--- src/rtl/bclp_pkg.sv ---
// Package for the button click / long press detector: codes, widths,
// reset values and the config and result structs. No dependencies.
package bclp_pkg;

   localparam int STATE_W = 3;
   localparam int EVENT_W = 3;
   localparam int COUNT_W = 8;
   localparam int TIME_W  = 32;
   localparam int MS_W    = 16;
   localparam int CSR_IDX_W = 2;

   // machine states
   localparam logic [STATE_W-1:0] ST_IDLE  = 3'd0;
   localparam logic [STATE_W-1:0] ST_DOWN  = 3'd1;
   localparam logic [STATE_W-1:0] ST_UP    = 3'd2;
   localparam logic [STATE_W-1:0] ST_COUNT = 3'd3;
   localparam logic [STATE_W-1:0] ST_LONG  = 3'd4;
   localparam logic [STATE_W-1:0] ST_PEND  = 3'd5;

   // events
   localparam logic [EVENT_W-1:0] EV_NONE    = 3'd0;
   localparam logic [EVENT_W-1:0] EV_CLICK   = 3'd1;
   localparam logic [EVENT_W-1:0] EV_DOUBLE  = 3'd2;
   localparam logic [EVENT_W-1:0] EV_LSTART  = 3'd3;
   localparam logic [EVENT_W-1:0] EV_LDURING = 3'd4;
   localparam logic [EVENT_W-1:0] EV_LSTOP   = 3'd5;

   // register indexes
   localparam logic [CSR_IDX_W-1:0] REG_DEBOUNCE = 2'd0;
   localparam logic [CSR_IDX_W-1:0] REG_CLICK    = 2'd1;
   localparam logic [CSR_IDX_W-1:0] REG_PRESS    = 2'd2;
   localparam logic [CSR_IDX_W-1:0] REG_MAXCLK   = 2'd3;

   // register reset values
   localparam logic [MS_W-1:0]    RST_DEBOUNCE = 16'd50;
   localparam logic [MS_W-1:0]    RST_CLICK    = 16'd400;
   localparam logic [MS_W-1:0]    RST_PRESS    = 16'd800;
   localparam logic [COUNT_W-1:0] RST_MAXCLK   = 8'd2;

   localparam logic [COUNT_W-1:0] ONE_CLICK  = 8'd1;
   localparam logic [COUNT_W-1:0] TWO_CLICKS = 8'd2;

   typedef struct packed {
      logic [MS_W-1:0]    debounce_ms;
      logic [MS_W-1:0]    click_ms;
      logic [MS_W-1:0]    press_ms;
      logic [COUNT_W-1:0] max_clicks;
   } cfg_type;

   typedef struct packed {
      logic [COUNT_W-1:0] clicks_seen;
      logic [STATE_W-1:0] fsm_state;
      logic [EVENT_W-1:0] event_code;
   } rsp_type;

endpackage

--- src/rtl/bclp_csr.sv ---
// Configuration registers of the button detector.
// Depends on bclp_pkg.
module bclp_csr
   import bclp_pkg::*;
(
   input  logic                 clock,
   input  logic                 reset,
   input  logic                 wr_en,
   input  logic [CSR_IDX_W-1:0] wr_index,
   input  logic [MS_W-1:0]      wr_data,
   output cfg_type              cfg
);

   cfg_type cfg_ff, cfg_in;

   always_comb begin
      cfg_in = cfg_ff;
      if (wr_en) begin
         unique case (wr_index)
            REG_DEBOUNCE: cfg_in.debounce_ms = wr_data;
            REG_CLICK:    cfg_in.click_ms    = wr_data;
            REG_PRESS:    cfg_in.press_ms    = wr_data;
            REG_MAXCLK:   cfg_in.max_clicks  = wr_data[COUNT_W-1:0];
            default:      cfg_in = cfg_ff;
         endcase
      end
   end

   always_ff @(posedge clock) begin
      if (reset) begin
         cfg_ff.debounce_ms <= RST_DEBOUNCE;
         cfg_ff.click_ms    <= RST_CLICK;
         cfg_ff.press_ms    <= RST_PRESS;
         cfg_ff.max_clicks  <= RST_MAXCLK;
      end else begin
         cfg_ff <= cfg_in;
      end
   end

   assign cfg = cfg_ff;

endmodule

--- src/rtl/bclp_fsm.sv ---
// Debounce / click / long-press state machine: state registers and the
// single-pass next-state logic. Depends on bclp_pkg.
module bclp_fsm
   import bclp_pkg::*;
(
   input  logic              clock,
   input  logic              reset,
   input  cfg_type           cfg,
   input  logic              step,
   input  logic              level,
   input  logic [TIME_W-1:0] now_ms,
   output rsp_type           result
);

   logic [STATE_W-1:0] cur_ff, cur_in;
   logic [STATE_W-1:0] prev_ff, prev_in;
   logic [TIME_W-1:0]  stamp_ff, stamp_in;
   logic [COUNT_W-1:0] count_ff, count_in;
   logic [EVENT_W-1:0] event_c;
   logic [TIME_W-1:0]  wait_ms;
   logic               lt_debounce;
   logic               gt_click;
   logic               gt_press;

   assign wait_ms     = now_ms - stamp_ff;
   assign lt_debounce = wait_ms < {{(TIME_W-MS_W){1'b0}}, cfg.debounce_ms};
   assign gt_click    = wait_ms > {{(TIME_W-MS_W){1'b0}}, cfg.click_ms};
   assign gt_press    = wait_ms > {{(TIME_W-MS_W){1'b0}}, cfg.press_ms};

   always_comb begin
      cur_in   = cur_ff;
      prev_in  = prev_ff;
      stamp_in = stamp_ff;
      count_in = count_ff;
      event_c  = EV_NONE;
      unique case (cur_ff)
         ST_IDLE: begin
            if (level) begin
               prev_in  = cur_ff;
               cur_in   = ST_DOWN;
               stamp_in = now_ms;
               count_in = '0;
            end
         end
         ST_DOWN: begin
            if (!level && lt_debounce) begin
               // bounce: swap back to where we came from
               prev_in = cur_ff;
               cur_in  = prev_ff;
            end else if (!level) begin
               prev_in  = cur_ff;
               cur_in   = ST_UP;
               stamp_in = now_ms;
            end else if (gt_press) begin
               event_c = EV_LSTART;
               prev_in = cur_ff;
               cur_in  = ST_LONG;
            end
         end
         ST_UP: begin
            if (level && lt_debounce) begin
               prev_in = cur_ff;
               cur_in  = prev_ff;
            end else if (!lt_debounce) begin
               count_in = count_ff + 1'b1;
               prev_in  = cur_ff;
               cur_in   = ST_COUNT;
            end
         end
         ST_COUNT: begin
            if (level) begin
               prev_in  = cur_ff;
               cur_in   = ST_DOWN;
               stamp_in = now_ms;
            end else if (gt_click || count_ff == cfg.max_clicks) begin
               // three or more clicks end silently
               if (count_ff == ONE_CLICK) begin
                  event_c = EV_CLICK;
               end else if (count_ff == TWO_CLICKS) begin
                  event_c = EV_DOUBLE;
               end
               cur_in   = ST_IDLE;
               prev_in  = ST_IDLE;
               count_in = '0;
               stamp_in = '0;
            end
         end
         ST_LONG: begin
            if (!level) begin
               prev_in  = cur_ff;
               cur_in   = ST_PEND;
               stamp_in = now_ms;
            end else begin
               event_c = EV_LDURING;
            end
         end
         ST_PEND: begin
            if (level && lt_debounce) begin
               prev_in = cur_ff;
               cur_in  = prev_ff;
            end else if (!lt_debounce) begin
               event_c  = EV_LSTOP;
               cur_in   = ST_IDLE;
               prev_in  = ST_IDLE;
               count_in = '0;
               stamp_in = '0;
            end
         end
         default: begin
            prev_in = cur_ff;
            cur_in  = ST_IDLE;
         end
      endcase
   end

   always_ff @(posedge clock) begin
      if (reset) begin
         cur_ff   <= ST_IDLE;
         prev_ff  <= ST_IDLE;
         stamp_ff <= '0;
         count_ff <= '0;
      end else if (step) begin
         cur_ff   <= cur_in;
         prev_ff  <= prev_in;
         stamp_ff <= stamp_in;
         count_ff <= count_in;
      end
   end

   assign result.event_code  = event_c;
   assign result.fsm_state   = cur_in;
   assign result.clicks_seen = count_in;

endmodule

--- src/rtl/button_click_long_press_fsm.sv ---
// Button detector top level: request register, state machine, result register.
// Depends on bclp_pkg, bclp_csr and bclp_fsm.
//
// Each request is one poll of the button (active level plus a wrapping
// millisecond timestamp) and yields exactly one response: the event raised
// by that poll, the machine state and the click count after it. The block
// takes one request per clock cycle while the response channel is not
// stalled. A request is held in the request register, and the state-machine
// update loads the response register from it. The two registers sit around the
// single-pass next-state logic, whose longest path is the 32-bit elapsed
// time subtraction and its compare against a threshold. A stalled response
// holds the pipeline; a new request is still taken while the request stage
// is empty. Timing thresholds are written on the csr channel, which is
// always ready; writes belong in idle periods only.
module button_click_long_press_fsm
   import bclp_pkg::*;
(
   input  logic                 clock,
   input  logic                 reset,
   // request channel
   input  logic                 req_tvalid,
   output logic                 req_tready,
   input  logic [39:0]          req_tdata,  // [0] level_active, [32:1] now_ms, rest zero
   // response channel
   output logic                 rsp_tvalid,
   input  logic                 rsp_tready,
   output logic [15:0]          rsp_tdata,  // [2:0] event_code, [5:3] fsm_state,
                                            // [13:6] clicks_seen, rest zero
   // configuration writes
   input  logic                 csr_valid,
   output logic                 csr_ready,
   input  logic [CSR_IDX_W-1:0] csr_index,
   input  logic [MS_W-1:0]      csr_data
);

   cfg_type           cfg;
   rsp_type           fsm_result;

   logic              s1_valid_ff, s1_valid_in;
   logic              s1_level_ff;
   logic [TIME_W-1:0] s1_now_ff;
   logic              out_valid_ff, out_valid_in;
   rsp_type           out_data_ff;

   logic              req_fire;
   logic              advance;
   logic              step;

   // response stage can take a new value when empty or being drained
   assign advance    = !out_valid_ff || rsp_tready;
   assign req_tready = !s1_valid_ff || advance;
   assign req_fire   = req_tvalid && req_tready;
   assign step       = s1_valid_ff && advance;
   assign csr_ready  = 1'b1;

   bclp_csr u_csr (
      .clock    (clock),
      .reset    (reset),
      .wr_en    (csr_valid),
      .wr_index (csr_index),
      .wr_data  (csr_data),
      .cfg      (cfg)
   );

   bclp_fsm u_fsm (
      .clock  (clock),
      .reset  (reset),
      .cfg    (cfg),
      .step   (step),
      .level  (s1_level_ff),
      .now_ms (s1_now_ff),
      .result (fsm_result)
   );

   always_comb begin
      s1_valid_in = s1_valid_ff;
      if (req_fire) begin
         s1_valid_in = 1'b1;
      end else if (advance) begin
         s1_valid_in = 1'b0;
      end
      out_valid_in = out_valid_ff;
      if (step) begin
         out_valid_in = 1'b1;
      end else if (rsp_tready) begin
         out_valid_in = 1'b0;
      end
   end

   always_ff @(posedge clock) begin
      if (reset) begin
         s1_valid_ff  <= 1'b0;
         out_valid_ff <= 1'b0;
      end else begin
         s1_valid_ff  <= s1_valid_in;
         out_valid_ff <= out_valid_in;
      end
   end

   // payload registers, no reset
   always_ff @(posedge clock) begin
      if (req_fire) begin
         s1_level_ff <= req_tdata[0];
         s1_now_ff   <= req_tdata[TIME_W:1];
      end
      if (step) begin
         out_data_ff <= fsm_result;
      end
   end

   assign rsp_tvalid = out_valid_ff;
   assign rsp_tdata  = {2'b00, out_data_ff};

endmodule

--- config.mk ---
export PLATFORM = sky130hd
export DESIGN_NAME = button_click_long_press_fsm
export DESIGN_NICKNAME = d
export VERILOG_FILES = /design/src/rtl/bclp_pkg.sv /design/src/rtl/bclp_csr.sv /design/src/rtl/bclp_fsm.sv /design/src/rtl/button_click_long_press_fsm.sv
export SDC_FILE = /design/constraint.sdc
export NUM_CORES = 1
export LEC_CHECK = 0
export ABC_AREA = 1
export BUFFER_PORTS_ARGS = -buffer_cell sky130_fd_sc_hd__buf_2
export CORE_ASPECT_RATIO = 1.2
export CORE_MARGIN = 1.5
export CORE_UTILIZATION = 55
export CTS_CLUSTER_DIAMETER = 60
export CTS_CLUSTER_SIZE = 8
export DETAILED_ROUTE_END_ITERATION = 10
export PLACE_DENSITY = 0.77
export REMOVE_ABC_BUFFERS = 1
export SLEW_MARGIN = 5
export SYNTH_ARGS = -nofsm -noshare
export SYNTH_HDL_FRONTEND = slang
export SYNTH_SLANG_ARGS = --single-unit
export TNS_END_PERCENT = 30
--- constraint.sdc ---
create_clock -name clock -period 4.2 [get_ports clock]
set_input_delay 0.84 -clock clock [delete_from_list [all_inputs] [get_ports clock]]
set_output_delay 0.84 -clock clock [all_outputs]
set_load 0.02 [all_outputs]
Word level (Yosys, flattened, before mapping)

Cells that the tools add are included.

Bits in registers: 151
Input port bits: 63
Output and inout bits: 19

Add/sub/neg operators: 2
Order comparisons: 3
Equal/unequal tests: 20
Muxes and demuxes: 55
Reduce and logical (&&, ||, !) cells: 21

Operators with widths:

| cell                                                             | count |
|---|---|
| 32-bit 2-to-1 mux                                                | 7 |
| 32-bit case mux with 5 select lines                              | 1 |
| 3-bit 2-to-1 mux                                                 | 30 |
| 32-bit by 16-bit > comparator with 1-bit output                  | 2 |
| 8-bit 2-to-1 mux                                                 | 7 |
| 3-bit case mux with 6 select lines                               | 2 |
| 32-bit by 16-bit < comparator with 1-bit output                  | 1 |
| 8-bit case mux with 4 select lines                               | 1 |
| 32-bit subtractor                                                | 1 |
| 7-bit AND reduction                                              | 2 |
| 3-bit case mux with 4 select lines                               | 1 |
| 2-bit inequality test (second input constant)                    | 5 |
| 8-bit by 1-bit adder with 8-bit output (second input constant)   | 1 |
| 8-bit by 1-bit == test with 1-bit output (second input constant) | 1 |
| 8-bit by 2-bit == test with 1-bit output (second input constant) | 1 |
| 8-bit == test                                                    | 1 |
| 2-bit AND reduction                                              | 4 |
| 3-bit by 2-bit == test with 1-bit output (second input constant) | 2 |
| 3-bit == test (second input constant)                            | 2 |
| 3-bit inequality test (second input constant)                    | 2 |
| 5-bit nonzero test                                               | 1 |
| 2-bit == test (second input constant)                            | 2 |
| 1-bit logical AND                                                | 4 |
| 1-bit 2-to-1 mux                                                 | 4 |
| other kinds (10)                                                 | 16 |

Longest topological paths before layout

Word-level depth: 6
Mapped depth: 29
Mapped depth without buffers: 29

Modules after synthesis

A second synthesis with hierarchy kept.

Cells, all modules: 1592
Area, all modules: 10535.1 sq um

By module, submodules not included:

| module                      | times used | cells an instance | area each (sq um) | sequential area each (sq um) |
|---|---|---|---|---|
| bclp_fsm                    | 1          | 1181              | 6686.4            | 920.9 |
| bclp_csr                    | 1          | 347               | 2316.0            | 1121.1 |
| button_click_long_press_fsm | 1          | 64                | 1532.7            | 1451.4 |

Least setup slack after synthesis

Ideal clock, no wire load.

Kind: register -> register
From: reg s1_now_ff[0]
To: reg u_fsm.count_ff[0]
Library setup time: 0.056 ns
Arrival: 3.411 ns
Data required time: 4.144 ns
Setup slack: 0.733 ns
Cell stages (with the launch flop): 25
Buffers on the path: 0
Period minus slack after synthesis: 3.467 ns
Cell sequence: edfxtp_1 inv_1 ha_1 fa_1 inv_1 nand3_1 nand3_1 nand3_1 nand3_2 xor2_1 ha_1 nand4_1 inv_1 a21oi_1 a21boi_2 nand2_1 inv_1 ha_1 o21ai_0 inv_1 nor2_1 nor2_1 nand3_1 nand2_1 inv_1

Word-level cells in the longest chain between the ends: 6
Elaborated cells between the ends (all ways): 12

Ends and longest elaborated chain:

| element                                         | RTL line                           | source |
|---|---|---|
| start: declaration                              | button_click_long_press_fsm.sv:41  | `logic [TIME_W-1:0] s1_now_ff;` |
| start signal: assignment                        | button_click_long_press_fsm.sv:104 | `s1_now_ff <= req_tdata[TIME_W:1];` |
| 32-bit subtractor (*)                           | bclp_fsm.sv:25                     | `assign wait_ms = now_ms - stamp_ff;` |
| 32-bit by 16-bit > comparator with 1-bit output | bclp_fsm.sv:27                     | `assign gt_click = wait_ms > {{(TIME_W-MS_W){1'b0}}, cfg.click_ms};` |
| 1-bit logical OR                                | bclp_fsm.sv:75                     | `end else if (gt_click \|\| count_ff == cfg.max_clicks) begin` |
| 8-bit 2-to-1 mux                                | bclp_fsm.sv:75                     |  |
| 8-bit 2-to-1 mux                                | bclp_fsm.sv:71                     | `if (level) begin` |
| 8-bit case mux with 4 select lines (*)          | bclp_fsm.sv:36                     | `unique case (cur_ff)` |
| end signal: assignment                          | bclp_fsm.sv:126                    | `count_ff <= count_in;` |
| end: declaration                                | bclp_fsm.sv:18                     | `logic [COUNT_W-1:0] count_ff, count_in;` |

Mark *: on every way between the ends. The rest lies on a longest branch, timed or not.
A chain may end at the register's enable or synchronous reset.

Worst setup path after layout

From: reg s1_now_ff[4]
To: reg u_fsm.stamp_ff[1]

Word-level cells in the longest chain between the ends: 5
Elaborated cells between the ends (all ways): 11

Ends and longest elaborated chain:

| element                                                                                                                   | RTL line                       | source |
|---|---|---|
| 32-bit subtractor (*)                                                                                                     | bclp_fsm.sv:25                 |  |
| 32-bit by 16-bit > comparator with 1-bit output / 32-bit by 16-bit < comparator with 1-bit output (equally long branches) | bclp_fsm.sv:27, bclp_fsm.sv:26 |  |
| 1-bit logical OR (tied with other cells)                                                                                  | bclp_fsm.sv:75                 |  |
| 3-bit by 2-bit inequality test with 1-bit output (no line) / 2-bit inequality test (equally long branches)                | -                              |  |
| 7-bit AND reduction (no line) (*)                                                                                         | -                              |  |
| end signal: assignment                                                                                                    | bclp_fsm.sv:125                | `stamp_ff <= stamp_in;` |
| end: declaration                                                                                                          | bclp_fsm.sv:17                 | `logic [TIME_W-1:0] stamp_ff, stamp_in;` |

Marks and branches as above.

==> metrics.md <==
| Metric | Value |
|---|---|
| CP Class | reg -> reg |
| Number of global-route vias before repair | between 9000 and 10000 |
| Startpoint types | flop |
| Clock Tree Root | clkbuf_16 |
| Final hold vios | 0 |
| N_diodes | 0 |
| Clk pin slew, worst setup/hold paths | around 0.060 ns |
| DR vias | 9727 |
| Nets@finish | 1779 |
| Buffers added on ports | between 70 and 80 |
| DRT Pass-1 Iters | 5 |
| RSZ-0062 raised after global routing | yes |
| Placed Cells incl. Taps | 1864 |
| Largest net degree at the start of global routing | 65 |
| Post-Synthesis Cells | 1554 |
| Max-Slew Margin vs Limit | 0.246 |
| Top cell type's share of synthesized area | 0.199 |
| PD cells | 383 nW/µm² |
| CP arrival | 4.26 ns |
| Mapped Area | 10500 µm² |
| Number of I/O pins | between 80 and 90 |
| Antenna violations before repair | 0 |
| Finished Layout Cells | between 1500 and 2000 |
| Post-synth ARST share | 0 |
| CP endpoint kind | flop |
| CTS Buffer Depth | 2 |
| Reg2Reg Setup Slack | 0.27 ns |
| Synthesis-stage register bit count | between 150 and 200 |
| Post-DR wirelength/cell | between 10 and 15 µm |
| Netlist cell types | 42 |
| Final routed DRC violation total | 0 |
| Dominant synthesized flop cell | dfxtp_1 |
| Share of layout cells above drive strength 1 | 0.117 |
| FMAX | 254 MHz |
| Fin util | 0.630 |
| Max-cap violations | 0 |
| Status | completed |
| Synth Area per Inst | just under 7 µm² |
| Fin crit share | 0.936 |
| GRT overflow | 0 |
| Endpoints failing setup | 0 |
| Post-DRT Antenna Nets | 0 |
| Layout Skew | 0.00781 ns |
| Clk sinks | 151 |
| # fillers | 1743 |
| Hpwl dp | 19000 µm |
| 1st-iter DRT viols | 595 |
| Peak VDD IR | 0.307 mV |
| Core ar. | 18800 µm² |
| Total track usage | 0.264 |
| Pins Over Slew Limit | 0 |
| P_leak | between 5 and 6 nW |
| Synth warn | 0 |
| Setup TNS | 0 ns |
| Syn-to-layout area delta | 12.9% |
| Die Area | approximately 20000 µm² |
| Routed WL | 25700 µm |
| Crit-path cells | ha_1, nand2_1, nor2_1, nand2_1, nand2_2, nand2_1, nand2_1, xor2_2, ha_1, a21oi_1, o21ai_0, nand2_1, o211ai_1, a21o_1, a21boi_0, buf_4, nand3_4, buf_4, o21ai_4, buf_12, nor2_4, nor2_1, nor2_1 |
| Number of buffers created by CTS | 17 |
| Area leader, netlist | dfxtp_1 |
| GPL Wtd Cong | 0.962 |
| Rows | 55 |
| Worst-Margin Slew | 1.13 ns |
| CP max FO | 16 |
| Starting Density | 0.558 |
| Minimum clock period | 3.93 ns |
| Global-route wire length before repair | 41700 µm |
| CP max-delay cell | edfxtp_1 |
| CP dominant cell by count | nand2_1 |
| Ranking of synthesized cells by area | dfxtp_1 20%, nand2_1 16%, edfxtp_1 13% |
| CTS tree | done |
| Min-Delay Path Class | reg -> reg |
| H-tree depth | 4 |
| Die Span X | 129 µm |
| Clock Latency Late Sink | between 0.4 and 0.5 ns |
| Die Y | 154 µm |
| Register area share after synthesis | 0.333 |
| Critical Path RT | 4.53 ns |
| CP max stage delay | 0.40 ns |
| Vias per cell | 5.11 |
| EDFF count, synth | 47 |
[stage by stage]
stage	setup WS, ns	power, W	cell area [µm²]	hold WS, ns
floorplan	0.600	0.00262	10300	0.438
global placement	-0.0911	0.00296	11100	0.447
detailed placement	-0.170	0.00300	11100	0.454
CTS	-0.00109	0.00451	11700	0.464
global route	-0.0178	0.00482	11800	0.482
finish	0.268	0.00453	11800	0.460
[flip-flops by register name, indices dropped and copies added, names as in the netlist]
signal and count:
u_fsm.count_ff 8, s1_level_ff 1, u_fsm.stamp_ff 32, u_fsm.cur_ff 3, rsp_tvalid 1, rsp_tdata 14, u_csr.cfg 56, u_fsm.prev_ff 3
s1_now_ff 32, s1_valid_ff 1
[worst max-delay path, delay by kind of cell, from the launching register on]
| kind | cells | cell delay (ns) |
|---|---|---|
| flops | 1 | 0.40 |
| fa+ha+maj | 2 | 0.67 |
| buf+inv | 3 | 0.51 |
| compound gates | 6 | 0.86 |
| simple gates | 11 | 1.09 |
| xor+xnor | 1 | 0.25 |
[layout by cell type, fill, tap and decap left out, drive strengths merged, types with 6 or more instances in the layout]
| cell | synthesis | routed |
|---|---|---|
| and2 | 6 | 6 |
| buf | 17 | 94 |
| ha | 82 | 82 |
| edfxtp | 47 | 47 |
| nor3 | 12 | 12 |
| nand3 | 108 | 108 |
| nand4 | 18 | 18 |
| nand2 | 457 | 457 |
| xor2 | 21 | 21 |
| o21ai | 62 | 62 |
| nor2 | 190 | 193 |
| clkinv | 0 | 6 |
| inv | 275 | 277 |
| o211ai | 18 | 18 |
| dfxtp | 104 | 104 |
| a21oi | 94 | 94 |
| clkbuf | 21 | 22 |
[cell usage after synthesis (2+ instances only)]
cell / instances
and2_1: 6
nor3_1: 11
nor2_2: 6
a21oi_1: 93
a21o_1: 2
o211ai_1: 18
ha_1: 82
buf_2: 3
edfxtp_1: 47
nor2_1: 179
a211oi_1: 3
clkbuf_1: 21
xnor2_1: 2
inv_2: 5
nand4_1: 18
o21ai_0: 61
buf_6: 9
inv_1: 270
xor2_1: 21
nand2_2: 7
buf_4: 5
nor4_1: 2
nand3_1: 80
nor2_4: 5
dfxtp_1: 104
nand3_2: 27
nand3b_1: 2
nand2_1: 450
conb_1: 2
[layer usage]
layer	routed length, µm	share of wire	GRT usage	vias up
met3	929	0.036	0.0387	65
li1	-	-	-	5050
met4	923	0.036	0.108	0
met1	11000	0.43	0.304	4388
met5	0	0	0	-
met2	12800	0.50	0.483	224
[cells by family after synthesis]
| family | count (synthesis) | share of synthesized area |
|---|---|---|
| adders and majority gates | 83 | 0.0998 |
| xor gates and xnor gates | 23 | 0.0192 |
| buffers and inverters | 313 | 0.121 |
| other | 2 | 0.000717 |
| and+or+nand+nor | 797 | 0.329 |
| AOI/OAI and AO/OA | 185 | 0.0971 |
| DFF | 151 | 0.333 |
[cell type report]
class / count / area, µm² / share of cell area
well taps: 256 / 320 / 0.0271
multi-input cells: 1094 / 5870 / 0.496
clock buffers: 22 / 475 / 0.0402
repair buffers: 94 / 541 / 0.0457
flip-flops and latches: 151 / 3490 / 0.295
clock inverters: 10 / 93.8 / 0.00793
inverters: 275 / 1040 / 0.0879
[where the power goes]
part           switching [W]  internal [W]  total (W)
logic               0.000872      0.000509    0.00138
registers          0.0000495       0.00160    0.00165
clock network       0.000628      0.000868    0.00150
[timing repair]
| action | CTS | global route |
|---|---|---|
| gates cloned | 0 | 3 |
| pin swaps | 1 | 4 |
| resized for setup | 8 | 13 |
| endpoints found under the hold margin | 0 | 0 |
| setup endpoints to repair | 35 | 49 |
| hold buffers | 0 | 0 |
| setup buffers | 0 | 3 |
[path summary, 6_finish.rpt]
check | cells after the start | endpoint | startpoint
worst max register to register | 23 | u_fsm.stamp_ff[1] | s1_now_ff[4]
worst min-delay path | 2 | u_csr.cfg[26] | u_csr.cfg[26]
worst min register to register | 2 | u_csr.cfg[26] | u_csr.cfg[26]
worst max-delay path | 23 | u_fsm.stamp_ff[1] | s1_now_ff[4]
Note: power is estimated with default switching activity, not from simulation.
